**config.mk**
```make
export PLATFORM = sky130hd
export DESIGN_NAME = sv39ptm_ctrl
export DESIGN_NICKNAME = d
export VERILOG_FILES = /design/src/hdl/sv39ptm_pkg.sv /design/src/hdl/sv39ptm_ctrl.sv
export SDC_FILE = /design/constraint.sdc
export NUM_CORES = 1
export LEC_CHECK = 0
export ABC_AREA = 1
export BUFFER_PORTS_ARGS = -buffer_cell sky130_fd_sc_hd__buf_4
export CAP_MARGIN = 20
export CORE_AREA = 5 5 42 44
export DETAILED_ROUTE_END_ITERATION = 8
export DIE_AREA = 0 0 47 49
export PLACE_DENSITY = 0.5
export SKIP_LAST_GASP = 1
export SLEW_MARGIN = 20
export SYNTH_ARGS = -nofsm -noshare
export SYNTH_HDL_FRONTEND = slang
export SYNTH_SLANG_ARGS = --single-unit
```
**constraint.sdc**
```tcl
create_clock -name i_clk -period 0.9 [get_ports i_clk]
set_input_delay 0.045 -clock i_clk [delete_from_list [all_inputs] [get_ports i_clk]]
set_output_delay 0.045 -clock i_clk [all_outputs]
set_load 0.02 [all_outputs]
```
**src/hdl/sv39ptm_pkg.sv**
```systemverilog
// ----------------------------------------------------------------------------
// sv39ptm_pkg
// Shared constants and controller/datapath interface types for the Sv39
// page table mapper.
// ----------------------------------------------------------------------------
package sv39ptm_pkg;

    localparam int VA_W    = 27;
    localparam int PPN_W   = 44;
    localparam int PERM_W  = 8;
    localparam int IDX_W   = 9;
    localparam int ENTRY_W = 64;
    localparam int LEVEL_W = 2;
    localparam int STAT_W  = 2;
    localparam int SLOT_OUT_W = 6;

    localparam logic [IDX_W-1:0] IDX_MAX = '1;

    localparam logic [PPN_W-1:0] POOL_BASE_RST = 44'd524288;

    localparam logic [LEVEL_W-1:0] LEVEL_ROOT = 2'd2;
    localparam logic [LEVEL_W-1:0] LEVEL_MID  = 2'd1;
    localparam logic [LEVEL_W-1:0] LEVEL_LEAF = 2'd0;

    localparam logic [STAT_W-1:0] STATUS_OK    = 2'd0;
    localparam logic [STAT_W-1:0] STATUS_FULL  = 2'd1;
    localparam logic [STAT_W-1:0] STATUS_RANGE = 2'd2;

    typedef struct packed {
        logic load;
        logic rd;
        logic clr_page_init;
        logic clr_wr;
        logic descend_hit;
        logic wr_ptr;
        logic wr_leaf;
        logic err_full;
        logic err_range;
    } t_dp_cmd;

    typedef struct packed {
        logic entry_v;
        logic off_bad;
        logic pool_full;
        logic at_root;
        logic row_end;
        logic slot_end;
    } t_dp_stat;

endpackage

```
**src/hdl/sv39ptm_ctrl.sv**
```systemverilog
// ----------------------------------------------------------------------------
// sv39ptm_ctrl
// Walk sequencer: store clear after reset, two directory lookups, table
// allocation with page zeroing, the leaf write, and full/range error exits.
// ----------------------------------------------------------------------------
module sv39ptm_ctrl (
    input  logic                 i_clk,
    input  logic                 i_rst_n,
    input  logic                 i_start,
    output logic                 o_busy,
    output sv39ptm_pkg::t_dp_cmd o_cmd,
    input  sv39ptm_pkg::t_dp_stat i_stat
);
    import sv39ptm_pkg::*;

    localparam logic [2:0] S_CLR_ALL  = 3'd0;
    localparam logic [2:0] S_IDLE     = 3'd1;
    localparam logic [2:0] S_LOOKUP   = 3'd2;
    localparam logic [2:0] S_CHECK    = 3'd3;
    localparam logic [2:0] S_CLR_PAGE = 3'd4;
    localparam logic [2:0] S_PTR      = 3'd5;
    localparam logic [2:0] S_LEAF     = 3'd6;

    logic [2:0] r_state;
    logic [2:0] n_state;

    always_ff @(posedge i_clk) begin
        if (!i_rst_n) begin
            r_state <= S_CLR_ALL;
        end else begin
            r_state <= n_state;
        end
    end

    assign o_busy = (r_state != S_IDLE);

    always_comb begin
        n_state = r_state;
        o_cmd   = '0;
        unique case (r_state)
            S_CLR_ALL: begin
                o_cmd.clr_wr = 1'b1;
                if (i_stat.row_end && i_stat.slot_end) begin
                    n_state = S_IDLE;
                end
            end
            S_IDLE: begin
                if (i_start) begin
                    o_cmd.load = 1'b1;
                    n_state    = S_LOOKUP;
                end
            end
            S_LOOKUP: begin
                o_cmd.rd = 1'b1;
                n_state  = S_CHECK;
            end
            S_CHECK: begin
                priority if (i_stat.entry_v && i_stat.off_bad) begin
                    o_cmd.err_range = 1'b1;
                    n_state         = S_IDLE;
                end else if (i_stat.entry_v) begin
                    o_cmd.descend_hit = 1'b1;
                    n_state           = i_stat.at_root ? S_LOOKUP : S_LEAF;
                end else if (i_stat.pool_full) begin
                    o_cmd.err_full = 1'b1;
                    n_state        = S_IDLE;
                end else begin
                    o_cmd.clr_page_init = 1'b1;
                    n_state             = S_CLR_PAGE;
                end
            end
            S_CLR_PAGE: begin
                o_cmd.clr_wr = 1'b1;
                if (i_stat.row_end) begin
                    n_state = S_PTR;
                end
            end
            S_PTR: begin
                o_cmd.wr_ptr = 1'b1;
                n_state      = i_stat.at_root ? S_LOOKUP : S_LEAF;
            end
            S_LEAF: begin
                o_cmd.wr_leaf = 1'b1;
                n_state       = S_IDLE;
            end
            default: begin
                n_state = S_IDLE;
            end
        endcase
    end

`ifndef ASSERT_OFF
    a_accept_to_lookup: assert property (@(posedge i_clk) disable iff (!i_rst_n)
        (r_state == S_IDLE && i_start) |=> (r_state == S_LOOKUP))
        else $error("accepted transaction did not start a lookup");

    a_ptr_after_clear: assert property (@(posedge i_clk) disable iff (!i_rst_n)
        (r_state == S_PTR) |-> ($past(r_state) == S_CLR_PAGE))
        else $error("pointer write without page clear");

    a_leaf_source: assert property (@(posedge i_clk) disable iff (!i_rst_n)
        (r_state == S_LEAF) |-> ($past(r_state) == S_CHECK || $past(r_state) == S_PTR))
        else $error("leaf write without resolved middle table");
`endif

endmodule

```
After elaboration in Yosys (flattened, before gate mapping)
Index checks and enable logic that the tools add are counted.
{"block": "totals", "reg_bits": 3, "in_bits": 9, "output_inout_bits": 10}
{"block": "op_classes", "eq_ne": 10, "n_mux": 26, "reduce_logical": 5}
{"operator": "$mux W3", "n": 7}
{"operator": "$pmux W3 S6", "n": 1}
{"operator": "$mux W1", "n": 17}
{"operator": "$eq A3 B3 Y1 const B", "n": 3}
{"operator": "$eq A3 B2 Y1 const B", "n": 2}
{"operator": "$ne A2 B2 Y1 const B", "n": 3}
{"operator": "$eq A3 B1 Y1 const B", "n": 1}
{"operator": "$logic_not A3 Y1", "n": 1}
{"operator": "$ne A3 B1 Y1 const B", "n": 1}
{"operator": "$reduce_and A3 Y1", "n": 1}
{"operator": "$logic_and A1 B1 Y1", "n": 2}
{"operator": "$mux W2", "n": 1}
{"operator": "$reduce_or A2 Y1", "n": 1}

Longest topological paths before layout
{"block": "logic_depth", "ltp_word": 4, "ltp_mapped": 6, "depth_no_buf": 6}

Worst setup path before layout
Ideal clock, no wire load.
{"block": "synth_path", "path_kind": "register to output", "start": "reg r_state[1]", "end": "out o_cmd[6] (netlist bit)", "arrival_ps": 1096, "t_required_ps": 855, "slack_ps": -241, "path_stages_with_launch": 5, "cell_sequence": "dfxtp_1 nand2_2 nor2_4 inv_1 nor3_1"}
{"element": "start: declaration", "line_no": "sv39ptm_ctrl.sv:24", "text": "logic [2:0] r_state;"}
{"element": "start signal: assignment", "line_no": "sv39ptm_ctrl.sv:31", "text": "r_state <= n_state;"}
{"element": "end: declaration", "line_no": "sv39ptm_ctrl.sv:11", "text": "output sv39ptm_pkg::t_dp_cmd o_cmd,"}

==> metrics <==
routed vias 430; ratio of cells with drive above 1 in the final layout a little under two thirds; 1st-iter DRT viols 6; Rows 14; Fmax achieved around 850 MHz; launch point of the worst reg-to-reg path r_state[0]; Num CTS Buffers 3; clk_lat worst skew roughly 0.24 ns; FF-to-FF End r_state[2]; syn nets 59; status finished with violations; min-delay worst type input pin to flip-flop; RSZ-0062 raised after global routing yes; failing checks setup timing; period utilisation layout 131%; CTS root buf clkbuf_4; Clock Sinks 3; Placed Instances 89; CP required around 0.85 ns; highest metal used met4; Die Ht between 40 and 50 um; initial antenna violation count 0; Max Fanout on Critical Path 5; cts hold-fix bufs 0; crit path capture o_cmd[6]; final hold viol count 0; Post-Syn Area between 200 and 300 um2; antenna fix cells 0; Clock Skew 0.00701 ns; Total Wirelength 935 um; core region area between 1000 and 1500 um2; PwrDens approximately 880 nW/um2; DR vias/cell 4.48; PortBufs 18; Setup TNS Final -2.47 ns; Max-slew headroom between 80 and 90%; met2 WL approximately 520 um; CP startpoint r_state[0]; CP Capture Type output pin; Setup WS post-layout -0.276 ns; R2R setup slack -0.13 ns; ANT nets after route 0; Setup Crit Path Kind flip-flop to output pin; Max IR drop VDD 0.000852 V; vias in the first global route about 370; post-DR wirelength/cell 9.74 um; largest register by flop count r_state; WL met1 around 320 um; element type at the critical path start flip-flop; Seq cells post-synth 3; Max-Cap Viols 0; WHS Path Cells 2; Final Setup Violations 13; synth unique cells 13; Net count, final 90; gr ovfl total 0; Worst R2R Path Depth 6; die extent in x approximately 47 um; Clock transition at path regs ~0.040 ns; Post-Synthesis Cells 50; initial core utilization 19.1%; Leak between 0.3 and 0.4 nW; GP Congestion just over 0.7; CP arrival ~1.1 ns; CTS tree yes; DRC violations left 0; largest registers r_state (3); sequential fraction of the synthesis area between 20 and 25%; metal3 WL 74 um; Pre-Repair DR Iteration Count 4; Yosys warning total 0; fin cells 96; global-route wire length before repair roughly 1.5 mm; Synth-to-Final Area Change 130%; Tot GR Track Use 8.23%; Pwr Total 0.543 mW; average cell area after synthesis roughly 5.4 um2; max reg flops 3; # IOs 19; Clock Tree Buf Depth 2; final count of pins violating max slew 0; post-layout minimum cycle time roughly 1.2 ns; DP HPWL approximately 710 um; CTS H-tree depth 1; Slew @ Worst Pin 0.151 ns; pin count of the biggest net entering global routing 8; full die area between 2000 and 2500 um2
-- layout make-up --
type | instances | area (um2)
timing repair buffer | 26 | 214
multi-input combinational | 36 | 238
inverter | 11 | 46.3
clock buffer | 4 | 26.3
sequential | 3 | 71.3
fill | 146 | 786
tap | 16 | 20.0
-- how the worst min path moves through the flow --
stage	start	to
2_1_floorplan	i_stat[3]	o_cmd[6]
3_3_place_gp	i_rst_n	r_state[2]
3_5_place_dp	i_rst_n	r_state[2]
4_1_cts	i_rst_n	r_state[2]
5_1_grt	i_rst_n	r_state[2]
6_report	i_rst_n	r_state[2]
-- synthesized netlist by cell type, drive strengths merged --
library cell	n	share of area, %
nand2	11	16
o21ai	4	7.5
a21oi	2	3.7
dfxtp	3	22
o21a	1	2.8
inv	11	15
nand3	6	11
nor2	10	17
nor3	2	3.7
-- critical path: stages (launching register included) --
cell and delay, ns:
dfxtp_4 0.38, nand2_4 0.06, nor2_4 0.13, inv_2 0.06
nor3_2 0.10, buf_4 0.16
-- metrics by stage --
stage	worst slack (ns)	util [%]	area, um2	hold slack (ns)
6_report	-0.276	43.9	616	0.0348
4_1_cts	-0.245	40.4	566	0.0344
3_5_place_dp	-0.0469	35.4	497	0.272
3_3_place_gp	-0.0637	35.4	497	0.267
5_1_grt	-0.328	43.9	616	0.0381
2_1_floorplan	-0.0438	-	304	0.141
-- kinds of logic (layout without fill, tap and decap cells) --
group	after synthesis	in the layout	share of synthesized area [%]
AO/OA/AOI/OAI	7	7	14.0
buffers and inverters	11	41	15.4
flip-flops	3	3	22.4
AND/OR/NAND/NOR	29	29	48.1
-- layer usage --
layer  global-route usage [%]  vias to the layer above
li1                         -                      216
met1                     9.85                      189
met2                     13.3                       21
met3                     3.69                        4
met4                     1.38                        0
met5                        0                        -
-- layout by cell type (no fill, tap or decap) --
| cell type | synthesis | layout |
|---|---|---|
| buf_4 | 0 | 21 |
| a21oi_1 | 2 | 2 |
| nor3_2 | 0 | 1 |
| nand2_2 | 1 | 3 |
| nor3_4 | 0 | 1 |
| inv_4 | 0 | 2 |
| nor2_4 | 1 | 4 |
| nor2_2 | 0 | 2 |
| clkbuf_1 | 0 | 1 |
| o21ai_0 | 1 | 1 |
| dfxtp_4 | 0 | 3 |
| nand3_2 | 0 | 3 |
| o21ai_1 | 3 | 3 |
| inv_2 | 3 | 2 |
| buf_6 | 0 | 5 |
| nand2_1 | 10 | 7 |
| nor2_1 | 9 | 4 |
| nand3_1 | 6 | 3 |
| o21a_1 | 1 | 1 |
| clkbuf_4 | 0 | 3 |
| inv_1 | 8 | 7 |
| nand2_4 | 0 | 1 |
-- report_power, final --
group	total (mW)	internal [mW]	leakage, nW	switching (mW)
sequential	0.142	0.132	0.0266	0.00982
combinational	0.161	0.0799	0.280	0.0808
clock	0.241	0.166	0.0150	0.0742
-- what timing repair did --
action                                  CTS  global route
pin swaps                                 4             0
buffers inserted                          2             1
resized for setup                         8            12
endpoints found under the setup margin   13            13
(Power assumes the default switching activity.)
